--- config.mk ---
export PLATFORM = sky130hd
export DESIGN_NAME = xsd_lexical_form_validator_top
export DESIGN_NICKNAME = d
export VERILOG_FILES = /design/src/rtl/xlfv_pkg.sv /design/src/rtl/xlfv_parser.sv /design/src/rtl/xsd_lexical_form_validator_top.sv
export SDC_FILE = /design/constraint.sdc
export NUM_CORES = 1
export LEC_CHECK = 0
export BUFFER_PORTS_ARGS = -buffer_cell sky130_fd_sc_hd__buf_2
export CORE_MARGIN = 3
export CORE_UTILIZATION = 35
export CTS_BUF_LIST = sky130_fd_sc_hd__clkbuf_16
export DETAILED_ROUTE_END_ITERATION = 6
export PLACE_DENSITY = 0.49
export SETUP_SLACK_MARGIN = 0.4
export SLEW_MARGIN = 40
export SYNTH_ARGS = -nofsm -noshare
export SYNTH_HDL_FRONTEND = slang
export SYNTH_SLANG_ARGS = --single-unit
--- constraint.sdc ---
create_clock -name i_clk -period 3.2 [get_ports i_clk]
set_input_delay 0.64 -clock i_clk [delete_from_list [all_inputs] [get_ports i_clk]]
set_output_delay 0.64 -clock i_clk [all_outputs]
set_load 0.02 [all_outputs]
--- src/rtl/xlfv_pkg.sv ---
`timescale 1ns / 1ps
// types, constants and parse functions for the xsd lexical form validator
// no dependencies

package xlfv_pkg;

    localparam int NWORDS = 9;

    typedef logic [2:0] t_form;

    localparam t_form FORM_BOOL = 3'd0;
    localparam t_form FORM_INT  = 3'd1;
    localparam t_form FORM_DEC  = 3'd2;
    localparam t_form FORM_DBL  = 3'd3;

    typedef enum logic [3:0] {
        PH_IDLE     = 4'd0,
        PH_BEGIN    = 4'd1,
        PH_SIGN     = 4'd2,
        PH_INT      = 4'd3,
        PH_DOT      = 4'd4,
        PH_DOTNODIG = 4'd5,
        PH_FRAC     = 4'd6,
        PH_EXPE     = 4'd7,
        PH_EXPSIGN  = 4'd8,
        PH_EXPDIG   = 4'd9
    } t_phase;

    localparam logic [7:0] CH_PLUS  = 8'h2B;
    localparam logic [7:0] CH_MINUS = 8'h2D;
    localparam logic [7:0] CH_DOT   = 8'h2E;
    localparam logic [7:0] CH_ZERO  = 8'h30;
    localparam logic [7:0] CH_NINE  = 8'h39;
    localparam logic [7:0] CH_UE    = 8'h45;
    localparam logic [7:0] CH_LE    = 8'h65;

    localparam logic [NWORDS-1:0] ALL_WORDS     = 9'h1FF;
    localparam logic [NWORDS-1:0] BOOL_WORDS    = 9'h03F;
    localparam logic [NWORDS-1:0] TRUE_WORDS    = 9'h007;
    localparam logic [NWORDS-1:0] SPECIAL_WORDS = 9'h1C0;

    // words left-justified, eight characters each
    localparam logic [63:0] WORD_TEXT [NWORDS] = '{
        {"true",  32'h0},
        {"TRUE",  32'h0},
        {"1",     56'h0},
        {"false", 24'h0},
        {"FALSE", 24'h0},
        {"0",     56'h0},
        {"-INF",  32'h0},
        {"INF",   40'h0},
        {"NaN",   40'h0}
    };

    localparam logic [2:0] WORD_LEN [NWORDS] = '{
        3'd4, 3'd4, 3'd1, 3'd5, 3'd5, 3'd1, 3'd4, 3'd3, 3'd3
    };

    typedef struct packed {
        logic [2:0] func;
        logic [7:0] char_byte;
        logic       has_char;
        logic       last;
    } t_item;

    typedef struct packed {
        logic valid_res;
        logic bool_value;
    } t_result;

    function automatic logic is_digit(input logic [7:0] c);
        return (c >= CH_ZERO) && (c <= CH_NINE);
    endfunction

    function automatic logic is_sign(input logic [7:0] c);
        return (c == CH_PLUS) || (c == CH_MINUS);
    endfunction

    function automatic logic is_exp(input logic [7:0] c);
        return (c == CH_LE) || (c == CH_UE);
    endfunction

    // PH_IDLE on return means the character is rejected
    function automatic t_phase next_phase(input t_form form, input t_phase ph,
                                          input logic [7:0] c);
        t_phase np;
        np = PH_IDLE;
        if (form == FORM_INT) begin
            if (ph == PH_BEGIN && is_sign(c)) begin
                np = PH_SIGN;
            end else if (ph inside {PH_BEGIN, PH_SIGN, PH_INT} && is_digit(c)) begin
                np = PH_INT;
            end
        end else if (form == FORM_DEC) begin
            if (ph == PH_BEGIN && is_sign(c)) begin
                np = PH_SIGN;
            end else if (ph inside {PH_BEGIN, PH_SIGN} && c == CH_DOT) begin
                np = PH_DOTNODIG;
            end else if (ph inside {PH_BEGIN, PH_SIGN, PH_INT} && is_digit(c)) begin
                np = PH_INT;
            end else if (ph == PH_INT && c == CH_DOT) begin
                np = PH_DOT;
            end else if (ph inside {PH_DOT, PH_DOTNODIG, PH_FRAC} && is_digit(c)) begin
                np = PH_FRAC;
            end
        end else begin
            if (ph == PH_BEGIN && is_sign(c)) begin
                np = PH_SIGN;
            end else if (ph inside {PH_BEGIN, PH_SIGN, PH_INT} && is_digit(c)) begin
                np = PH_INT;
            end else if (ph == PH_INT && c == CH_DOT) begin
                np = PH_DOT;
            end else if (ph inside {PH_DOT, PH_FRAC} && is_digit(c)) begin
                np = PH_FRAC;
            end else if (ph inside {PH_INT, PH_DOT, PH_FRAC} && is_exp(c)) begin
                np = PH_EXPE;
            end else if (ph == PH_EXPE && is_sign(c)) begin
                np = PH_EXPSIGN;
            end else if (ph inside {PH_EXPE, PH_EXPSIGN, PH_EXPDIG} && is_digit(c)) begin
                np = PH_EXPDIG;
            end
        end
        return np;
    endfunction

    function automatic logic numeric_accepts(input t_form form, input t_phase ph);
        logic ok;
        if (form == FORM_INT) begin
            ok = (ph == PH_INT);
        end else if (form == FORM_DEC) begin
            ok = ph inside {PH_INT, PH_DOT, PH_FRAC};
        end else begin
            ok = ph inside {PH_INT, PH_FRAC, PH_EXPDIG};
        end
        return ok;
    endfunction

endpackage

--- src/rtl/xlfv_parser.sv ---
`timescale 1ns / 1ps
// per-string parse state and per-character checks for one literal
// depends on xlfv_pkg

module xlfv_parser (
    input  logic             i_clk,
    input  logic             i_rst_n,
    input  logic             i_fire,
    input  xlfv_pkg::t_item  i_item,
    output xlfv_pkg::t_result o_result
);

    xlfv_pkg::t_phase                r_phase, n_phase;
    xlfv_pkg::t_form                 r_form, n_form;
    logic [2:0]                      r_pos, n_pos;
    logic [xlfv_pkg::NWORDS-1:0]     r_cand, n_cand;
    logic                            r_rej, n_rej;

    logic [xlfv_pkg::NWORDS-1:0]     w_ended;
    xlfv_pkg::t_phase                w_np;
    logic                            w_numeric;
    logic [5:0]                      w_bit;

    always_comb begin
        n_form  = r_form;
        n_phase = r_phase;
        n_pos   = r_pos;
        n_cand  = r_cand;
        n_rej   = r_rej;
        w_np    = xlfv_pkg::PH_IDLE;
        w_bit   = {~r_pos, 3'b000};
        if (r_phase == xlfv_pkg::PH_IDLE) begin
            n_form  = i_item.func;
            n_phase = xlfv_pkg::PH_BEGIN;
        end
        w_numeric = (n_form == xlfv_pkg::FORM_INT) || (n_form == xlfv_pkg::FORM_DEC) ||
                    (n_form == xlfv_pkg::FORM_DBL);
        if (i_item.has_char) begin
            for (int k = 0; k < xlfv_pkg::NWORDS; k++) begin
                n_cand[k] = r_cand[k] && (r_pos < xlfv_pkg::WORD_LEN[k]) &&
                            (xlfv_pkg::WORD_TEXT[k][w_bit +: 8] == i_item.char_byte);
            end
            if (r_pos != 3'd7) begin
                n_pos = r_pos + 3'd1;
            end
            if (w_numeric && !r_rej) begin
                w_np = xlfv_pkg::next_phase(n_form, n_phase, i_item.char_byte);
                if (w_np == xlfv_pkg::PH_IDLE) begin
                    n_rej = 1'b1;
                end else begin
                    n_phase = w_np;
                end
            end
        end
        for (int k = 0; k < xlfv_pkg::NWORDS; k++) begin
            w_ended[k] = n_cand[k] && (xlfv_pkg::WORD_LEN[k] == n_pos);
        end
    end

    always_comb begin
        o_result = '0;
        if (n_form == xlfv_pkg::FORM_BOOL) begin
            o_result.valid_res  = |(w_ended & xlfv_pkg::BOOL_WORDS);
            o_result.bool_value = |(w_ended & xlfv_pkg::TRUE_WORDS);
        end else if (n_form == xlfv_pkg::FORM_INT || n_form == xlfv_pkg::FORM_DEC) begin
            o_result.valid_res = !n_rej && xlfv_pkg::numeric_accepts(n_form, n_phase);
        end else if (n_form == xlfv_pkg::FORM_DBL) begin
            o_result.valid_res = (|(w_ended & xlfv_pkg::SPECIAL_WORDS)) ||
                                 (!n_rej && xlfv_pkg::numeric_accepts(n_form, n_phase));
        end else begin
            o_result.valid_res = 1'b1;
        end
    end

    always_ff @(posedge i_clk) begin
        if (!i_rst_n || (i_fire && i_item.last)) begin
            r_phase <= xlfv_pkg::PH_IDLE;
            r_form  <= xlfv_pkg::FORM_BOOL;
            r_pos   <= '0;
            r_cand  <= xlfv_pkg::ALL_WORDS;
            r_rej   <= 1'b0;
        end else if (i_fire) begin
            r_phase <= n_phase;
            r_form  <= n_form;
            r_pos   <= n_pos;
            r_cand  <= n_cand;
            r_rej   <= n_rej;
        end
    end

endmodule

--- src/rtl/xsd_lexical_form_validator_top.sv ---
`timescale 1ns / 1ps
// xsd lexical form validator top level: input register, parser, result register
// depends on xlfv_pkg and xlfv_parser
// result: registered in the result register once the final transaction leaves the input register
// throughput: one character per cycle, set by the combinational parse step; a final
// character waits while the result register is held by the downstream stall
// reset: synchronous, active low; clears both valid flags and the parse state

module xsd_lexical_form_validator_top (
    input  logic       i_clk,
    input  logic       i_rst_n,
    input  logic       i_valid,
    output logic       o_stall,
    input  logic [2:0] i_func,
    input  logic [7:0] i_char_byte,
    input  logic       i_has_char,
    input  logic       i_last,
    output logic       o_valid,
    input  logic       i_stall,
    output logic       o_valid_res,
    output logic       o_bool_value
);

    logic              r_in_valid;
    xlfv_pkg::t_item   r_in_item;
    logic              r_out_valid;
    xlfv_pkg::t_result r_out_res;

    xlfv_pkg::t_result w_res;
    logic              w_out_free;
    logic              w_fire;
    logic              w_accept;

    assign w_out_free = !r_out_valid || !i_stall;
    assign w_fire     = r_in_valid && (!r_in_item.last || w_out_free);
    assign o_stall    = r_in_valid && !w_fire;
    assign w_accept   = i_valid && !o_stall;

    xlfv_parser u_parser (
        .i_clk    (i_clk),
        .i_rst_n  (i_rst_n),
        .i_fire   (w_fire),
        .i_item   (r_in_item),
        .o_result (w_res)
    );

    always_ff @(posedge i_clk) begin
        if (!i_rst_n) begin
            r_in_valid <= 1'b0;
        end else if (w_accept) begin
            r_in_valid <= 1'b1;
        end else if (w_fire) begin
            r_in_valid <= 1'b0;
        end
    end

    always_ff @(posedge i_clk) begin
        if (w_accept) begin
            r_in_item.func      <= i_func;
            r_in_item.char_byte <= i_char_byte;
            r_in_item.has_char  <= i_has_char;
            r_in_item.last      <= i_last;
        end
    end

    always_ff @(posedge i_clk) begin
        if (!i_rst_n) begin
            r_out_valid <= 1'b0;
        end else if (w_out_free) begin
            r_out_valid <= w_fire && r_in_item.last;
        end
    end

    always_ff @(posedge i_clk) begin
        if (w_out_free) begin
            r_out_res <= w_res;
        end
    end

    assign o_valid      = r_out_valid;
    assign o_valid_res  = r_out_res.valid_res;
    assign o_bool_value = r_out_res.bool_value;

endmodule
==> results of run 1 <==
==> kinds of logic after synthesis <==
| logic type | synth area share [%] |
|---|---|
| flip-flops | 32.65 |
| AO/OA/AOI/OAI | 23.57 |
| AND/OR/NAND/NOR | 28.20 |
| XOR/XNOR | 4.172 |
| adder cells (fa/ha/maj) | 2.293 |
| multiplexers | 3.485 |
| buffers and inverters | 5.639 |
==> layout make-up <==
class | instances | area [sq um] | area share, %
repair buffers | 40 | 254.0 | 7.908
inverters | 9 | 33.78 | 1.052
flip-flops and latches | 37 | 898.4 | 27.97
clock inverters | 3 | 42.54 | 1.325
well taps | 99 | 123.9 | 3.857
clock buffers | 5 | 125.1 | 3.896
multi-input cells | 255 | 1734 | 53.99
==> state kept, by name (all words and copies together), names as in the netlist <==
name	cells
o_valid	1
u_parser.r_form	3
o_valid_res	1
u_parser.r_pos	3
u_parser.r_phase	4
u_parser.r_rej	1
o_bool_value	1
r_in_item	13
r_in_valid	1
u_parser.r_cand	9
==> power groups by stage <==
stage               sequential, mW  combinational (mW)  clock (mW)
floorplan                    0.555               0.193           0
global placement             0.568               0.252           0
CTS                          0.558               0.254       0.573
finish                       0.556               0.272       0.554
global route                 0.559               0.301       0.590
detailed placement           0.567               0.250           0
==> repair_timing <==
item,CTS,global route
setup buffers,0,4
setup endpoints to repair,1,1
pin swaps,1,4
gates resized for setup,2,13
==> worst reg2reg max path: stages, from the launching register on <==
cell and delay, ns:
sky130_fd_sc_hd__dfxtp_4 0.37, sky130_fd_sc_hd__nor4_4 0.40, sky130_fd_sc_hd__buf_4 0.18, sky130_fd_sc_hd__mux2_4 0.31, sky130_fd_sc_hd__a31oi_4 0.19, sky130_fd_sc_hd__o41ai_4 0.13, sky130_fd_sc_hd__a211o_1 0.31, sky130_fd_sc_hd__mux2_1 0.32
sky130_fd_sc_hd__a32oi_1 0.15, sky130_fd_sc_hd__o21ai_1 0.08
==> routing by layer <==
metal,share of wire (%),up-vias
met4,0.58,0
met5,0,-
li1,-,1262
met1,50,1202
met3,6.0,4
met2,43,80
==> synthesized netlist by cell type, drive strengths merged, types with 3 or more instances <==
library cell	instances	share of area (%)
nor4	6	1.9
ha	5	2.3
a211oi	7	2.1
clkbuf	16	2.2
buf	10	2.2
xor2	5	1.6
edfxtp	15	17
inv	9	1.2
nor2b	6	1.4
o22ai	5	1.1
and3b	3	0.96
a31oi	5	1.1
nor3	10	1.8
o2111ai	3	0.96
nor4b	4	1.8
o41ai	4	1.6
nor3b	7	2.1
o21bai	3	0.83
mux2i	5	1.8
nand4	6	1.4
a32oi	4	1.3
nand2b	8	1.8
nand2	30	4.2
xnor2	8	2.6
o21ai	23	4.2
mux2	4	1.7
dfxtp	22	16
a21oi	14	2.6
nand3	17	3.1
o21a	3	0.83
nor2	26	3.6
and2	5	1.1
==> worst max-delay path by stage <==
stage / start / end / slack, ns / cells after the start
final: u_parser.r_phase[1] / o_valid_res / 0.50 / 9
after global placement: u_parser.r_phase[0] / o_valid_res / 0.41 / 8
after global routing: u_parser.r_phase[1] / o_valid_res / 0.39 / 9
after floorplan: u_parser.r_phase[0] / o_valid_res / 0.54 / 9
after detailed placement: u_parser.r_phase[0] / o_valid_res / 0.40 / 8
after CTS: u_parser.r_phase[1] / o_valid_res / 0.41 / 9
==> results.env, run 1 <==
OUTCOME='finished clean'
GRTUSAGETOTAL_PCT=17.25
POWER_REPORT.INTERNAL_TOTAL_mW=1.008
SYNTH.AVG_CELL_AREA_SQ_UM=8.345
YS_SEQ_ELEMENTS=37
SETUP_REPAIR_AFTER_GLOBAL_ROUTING_MISSED_ITS_MARGIN='false'
FP.DIEW_UM=94.30
CRITICAL_PATH_SOURCE_TYPE='flip-flop'
CRITICAL-PATH-MAX-STAGE-DELAY_NS=0.40
LAYOUT_COMMONEST_CELL='sky130_fd_sc_hd__nand2_1'
IO-PIN-COUNT=21
SETUP_TOTAL_NEGATIVE_SLACK_NS=0
WIRE_PER_INST_UM=16.60
CAP_VIOLATIONS=0
DETAIL_ROUTE.VIAS_PER_CELL=5.688
SHARE_OF_LAYOUT_CELLS_ABOVE_DRIVE_STRENGTH_1_PCT=19.20
SETUP_VIOL=0
CLOCK_LATENCY_NS=0.28
FIN_WORST_SKEW_NS=0.008221
PLACE_CONGESTION=0.8615
SLEW_HEADROOM_PCT=63.19
AREA_DELTA_SYNTH_FINAL_PCT=17.70
CTSROOTBUFFERMASTER='sky130_fd_sc_hd__clkbuf_16'
POSTSYNTH.ASYNCRESETSHARE_PCT=0
SHARE_SEQ_OF_TOTAL_POWER_PCT=40.2
WHS_ENDPOINT='u_parser.r_cand[1]'
WORST-R2R-SETUP-SLACK_NS=0.50
NFILLCELLS=745
NETLIST-CELL-TYPE-COUNT=65
DESIGN_POWER_TOTAL_mW=1.383
COUNT_OF_YOSYS_WARNINGS_DURING_SYNTHESIS=0
MOST-COMMON-LAYOUT-CELLS='29 x sky130_fd_sc_hd__nand2_1, 26 x sky130_fd_sc_hd__nor2_1, 20 x sky130_fd_sc_hd__buf_2'
FLOORPLAN.ROWS=31
P_PER_AREA_mW_PER_MM2=430.5
DRT_FIRST_ITER_VIOLATIONS=159
GRT_PASS1_VIAS=2282
COMBINATIONALPOWERSHARE_PCT=19.7
ANTENNA_VIOLATING_NETS_POST_ROUTE=0
HOLDCRITSTARTPOINT='u_parser.r_cand[1]'
FLOORPLAN.DIE_AREA_SQ_MM=0.008892
PLACEABLECOREAREA_SQ_MM=0.007408
STATIC-LEAKAGE-POWER_nW=1.204
WORST_HOLD_PATH_TYPE='flip-flop to flip-flop'
SYNTH-EDFF-COUNT=15
CTS_HOLD_REPAIR.BUFFERS=0
WORST-SETUP-PATH-TYPE='flip-flop to flip-flop'
LOGIC_DEPTH_OF_THE_WORST_REGISTER_TO_REGISTER_PATH=9
TIMING_WORST_SLEW_PIN_VALUE_NS=0.5521
CTS-BUFFERS-INSERTED=5
PEAKVDDDROP_mV=0.2304
GRTUSAGEMET3_PCT=3.045
PLACE_HPWL_MM=5.412
START_UTIL_PCT=36.83
PATH_CELLS='nor4_4 > buf_4 > mux2_4 > a31oi_4 > o41ai_4 > a211o_1 > mux2_1 > a32oi_1 > o21ai_1'
GRT_START_MAX_NET_PINS=16
HOLDWS_NS=0.4681
CLOCK.FMAX_GHz=0.3704
TIMING_HOLD_VIOLATIONS_FINAL=0
WORST-ENDPOINT-ARRIVAL_NS=2.72
YS_DOMINANT_REG_CELL='sky130_fd_sc_hd__dfxtp_1'
CLOCK_POWER_SHARE_PCT=40.1
VIAS=2548
SWSHARE_PCT=27.13
DP_CELLS=436
NUMBER_OF_ANTENNA_VIOLATIONS_AT_THE_FIRST_CHECK_IN_GLOBAL_ROUTING=0
CP-END-KIND='flip-flop'
CP_SLOWEST_CELL='sky130_fd_sc_hd__nor4_4'
PORT_BUFFERS=20
CTS.CLK_SLEW.WORST_PATHS_NS=0.06
FINAL_PERIOD_MINUS_WORST_SETUP_SLACK_NS=2.700
N_ANTENNA_CELL=0
SYN-NUM-NETS=349
CTS.PATH.MAX_BUFFERS=2
REG2REG_FROM='u_parser.r_phase[1]'
GR-USAGE-MET2_PCT=25.30
CPLARGESTDELAYFAMILY='compound AO/OA/AOI/OAI gates'
PLACEDINSTANCEAREA_SQ_MM=0.002953
LAYOUT.CORE_UTILIZATION_PCT=43.35
WORST_HOLD_PATH.NUM_CELLS=2
SHARE_OF_THE_YOSYS_CHIP_AREA_BELONGING_TO_REGISTERS_PCT=32.65
WIRE_LENGTH_OF_THE_FIRST_GLOBAL_ROUTING_PASS_MM=11.95
WORSTPATHREQUIRED_NS=3.22
REGTOREGENDPOINT='o_valid_res'
HTREE_NUM_LEVELS=2
PLACEMENT.SETUP.WORST_SLACK_NS=0.3981
ROUTED_WL_MM=7.438
CRIT_BUF_INV=1
GRT.MET1_USAGE_PCT=26.44
TOTAL_NET_SWITCHING_POWER_mW=0.3751
POST_SYNTH_INSTANCE_AREA_SQ_MM=0.002729
CLOCK_SINK_TOTAL=37
FINAL-MAX-SLEW-VIOLATION-COUNT=0
BUSIEST_LAYER='met1'
FLOORPLAN.DIE.HEIGHT_UM=94.30
FINAL_CRITICAL_PATH_SETUP_SLACK_NS=0.5004
POST_ROUTE_CELL_AREA_SQ_MM=0.003212
POST-ROUTE-DRC-COUNT=0
LAYOUT_WORST_PATH_CYCLE_SHARE_PCT=84.36
DETAIL_ROUTE.FIRST_PASS.ITERATIONS=4
POST_SYNTH_INST_COUNT=327
TRITONCTS='done'
LAYOUTNONFILLERINSTCOUNT=448
DESIGN.FINAL.NETS=370
WORST-PATH-MAX-FANOUT=5
OVERALL_OVERFLOW_REMAINING_AFTER_GLOBAL_ROUTE=0
Note: power is estimated with default switching activity, not from simulation.
==> run 2, diff against run 1 <==
PLACE_DENSITY = 0.51   (was 0.49)
clock period = 2.4 ns   (was 3.2 ns; I/O delays follow)
==> run 2 against run 1 <==
Against the previous run:
- the flow now finishes with violations (setup timing)
- first-iteration DRC count down 10%
- flip-flop and latch count stayed put
- critical path depth unchanged
- highest routed layer unchanged
- critical endpoint unchanged
==> results.env, run 2 (synthesis results as in run 1) <==
DRT_FIRST_ITER_VIOLATIONS=143
MAX_FLOP_REGISTER='r_in_item'
WIRE_LENGTH_OF_THE_FIRST_GLOBAL_ROUTING_PASS_MM=13.43
FINAL_CRITICAL_PATH_SETUP_SLACK_NS=-0.2433
SETUP_VIOL=5
STATIC-LEAKAGE-POWER_nW=1.621
NUMBER_OF_ANTENNA_VIOLATIONS_AT_THE_FIRST_CHECK_IN_GLOBAL_ROUTING=0
ANTENNA_VIOLATING_NETS_POST_ROUTE=0
CLOCK_LATENCY_NS=0.28
LARGEST_REGISTERS='r_in_item (13), u_parser.r_cand (9), u_parser.r_phase (4)'
CP-END-KIND='flip-flop'
FLOORPLAN.DIE_AREA_SQ_MM=0.008892
OVERALL_OVERFLOW_REMAINING_AFTER_GLOBAL_ROUTE=0
PLACEABLECOREAREA_SQ_MM=0.007408
MOST-COMMON-LAYOUT-CELLS='81 x sky130_fd_sc_hd__buf_4, 29 x sky130_fd_sc_hd__nand2_1, 22 x sky130_fd_sc_hd__nor2_1'
PLACE_HPWL_MM=6.039
OUTCOME='complete, but fails checks'
CTSROOTBUFFERMASTER='sky130_fd_sc_hd__clkbuf_16'
VIAS=2805
DESIGN_POWER_TOTAL_mW=2.014
WIRE_PER_INST_UM=16.21
CAP_VIOLATIONS=0
FLOORPLAN.DIE.HEIGHT_UM=94.30
CRITICAL_PATH_SOURCE_TYPE='flip-flop'
VIOLATED_CHECKS='setup timing'
WORSTPATHREQUIRED_NS=2.42
DETAIL_ROUTE.VIAS_PER_CELL=5.374
FINAL_PERIOD_MINUS_WORST_SETUP_SLACK_NS=2.643
SETUP_REPAIR_AFTER_GLOBAL_ROUTING_MISSED_ITS_MARGIN='true'
POST_ROUTE_CELL_AREA_SQ_MM=0.004028
START_UTIL_PCT=36.83
LARGEST_REG_FLOPS=13
PLACE_CONGESTION=0.8870
ROUTED_WL_MM=8.463
SLEW_HEADROOM_PCT=62.79
HTREE_NUM_LEVELS=2
CLOCK_SINK_TOTAL=37
FP.DIEW_UM=94.30
WORST-SETUP-PATH-TYPE='flip-flop to flip-flop'
LAYOUT_WORST_PATH_CYCLE_SHARE_PCT=110.1
CTS.PATH.MAX_BUFFERS=2
WORST_HOLD_PATH_TYPE='input pin to flip-flop'
AREA_DELTA_SYNTH_FINAL_PCT=47.59
FIN_WORST_SKEW_NS=0.009763
DESIGN.FINAL.NETS=444
LAYOUT_COMMONEST_CELL='sky130_fd_sc_hd__buf_4'
GRT_START_MAX_NET_PINS=16
DETAIL_ROUTE.FIRST_PASS.ITERATIONS=4
TIMING_WORST_SLEW_PIN_VALUE_NS=0.5568
FINAL-MAX-SLEW-VIOLATION-COUNT=0
P_PER_AREA_mW_PER_MM2=500.0
TIMING_HOLD_VIOLATIONS_FINAL=0
CTS.CLK_SLEW.WORST_PATHS_NS=0.06
PORT_BUFFERS=20
TRITONCTS='done'
SHARE_OF_LAYOUT_CELLS_ABOVE_DRIVE_STRENGTH_1_PCT=41.61
GRTUSAGETOTAL_PCT=19.32
PEAKVDDDROP_mV=0.4032
WORST-PATH-MAX-FANOUT=7
IO-PIN-COUNT=21
NFILLCELLS=683
CLOCK.FMAX_GHz=0.3783
PLACEDINSTANCEAREA_SQ_MM=0.003457
LAYOUT.CORE_UTILIZATION_PCT=54.37
WORST-ENDPOINT-ARRIVAL_NS=2.67
POST-ROUTE-DRC-COUNT=0
N_ANTENNA_CELL=0
GRT_PASS1_VIAS=2757
CTS-BUFFERS-INSERTED=5
FLOORPLAN.ROWS=31
-- run 2: cell count changes in the layout (fill, tap and decap cells not counted), moves of 3 or more --
| cell | previous run | this run |
|---|---|---|
| sky130_fd_sc_hd__buf_6 | 1 | 13 |
| sky130_fd_sc_hd__a211oi_1 | 6 | 3 |
| sky130_fd_sc_hd__buf_4 | 19 | 81 |
| sky130_fd_sc_hd__mux2_4 | 1 | 4 |
| sky130_fd_sc_hd__nor2_1 | 26 | 22 |
| sky130_fd_sc_hd__o21ai_0 | 19 | 14 |
| sky130_fd_sc_hd__a211oi_2 | 1 | 4 |
| sky130_fd_sc_hd__nor2_2 | 0 | 4 |
-- run 2: worst paths after layout --
kind / start / to / slack, ns / depth (start not counted)
max: u_parser.r_phase[3] / o_valid_res / -0.24 / 9
max reg2reg: u_parser.r_phase[3] / o_valid_res / -0.24 / 9
min reg2reg: u_parser.r_cand[3] / u_parser.r_cand[3] / 0.46 / 2
min: i_func[0] / r_in_item[10] / 0.37 / 1
-- run 2: report_power, final --
| part | internal [mW] | total (mW) | leakage, nW | switching [mW] |
|---|---|---|---|---|
| registers | 0.694 | 0.727 | 0.332 | 0.0327 |
| clock network | 0.488 | 0.739 | 0.0852 | 0.251 |
| logic | 0.278 | 0.548 | 1.20 | 0.270 |
-- run 2: metrics by stage --
stage,hold slack [ns],setup TNS (ns),std cells,worst slack [ns]
after detailed placement,0.4537,-0.4946,495,-0.2522
after global placement,0.4498,-0.2724,495,-0.1929
after CTS,0.3582,-0.3668,510,-0.2277
after floorplan,0.4310,-0.1617,327,-0.1617
after global routing,0.3593,-0.8898,522,-0.3442
final,0.3695,-0.4552,522,-0.2433
-- run 2: final cells by class --
| class | count | area [sq um] | share of cell area [%] |
|---|---|---|---|
| Clock inverter | 3 | 42.54 | 1.056 |
| Tap cell | 99 | 123.9 | 3.075 |
| Inverter | 9 | 33.78 | 0.8388 |
| Timing Repair Buffer | 114 | 854.6 | 21.22 |
| Multi-Input combinational cell | 255 | 1947 | 48.34 |
| Sequential cell | 37 | 900.9 | 22.37 |
| Clock buffer | 5 | 125.1 | 3.107 |
-- run 2: what timing repair did --
action | CTS | global route
endpoints found under the setup margin | 10 | 12
gates cloned | 0 | 0
hold buffers | 0 | 0
resized for setup | 29 | 34
buffers inserted | 7 | 12
pin swaps | 6 | 17
-- run 2: critical path, stage by stage, from the launching register on --
cell                      delay (ns)
sky130_fd_sc_hd__dfxtp_2        0.33
sky130_fd_sc_hd__nor4_4         0.28
sky130_fd_sc_hd__buf_6          0.17
sky130_fd_sc_hd__mux2_4         0.35
sky130_fd_sc_hd__a31oi_4        0.22
sky130_fd_sc_hd__o41ai_4        0.12
sky130_fd_sc_hd__a211o_1        0.35
sky130_fd_sc_hd__mux2_4         0.31
sky130_fd_sc_hd__a32oi_2        0.16
sky130_fd_sc_hd__o21ai_1        0.10
-- run 2: metal layers --
metal | share of wire (%) | up-vias | GRT usage [%]
met1 | 48 | 1314 | 27.01
met3 | 4.3 | 11 | 3.285
li1 | - | 1415 | -
met4 | 1.6 | 0 | 5.897
met2 | 46 | 65 | 30.44
met5 | 0 | - | 0
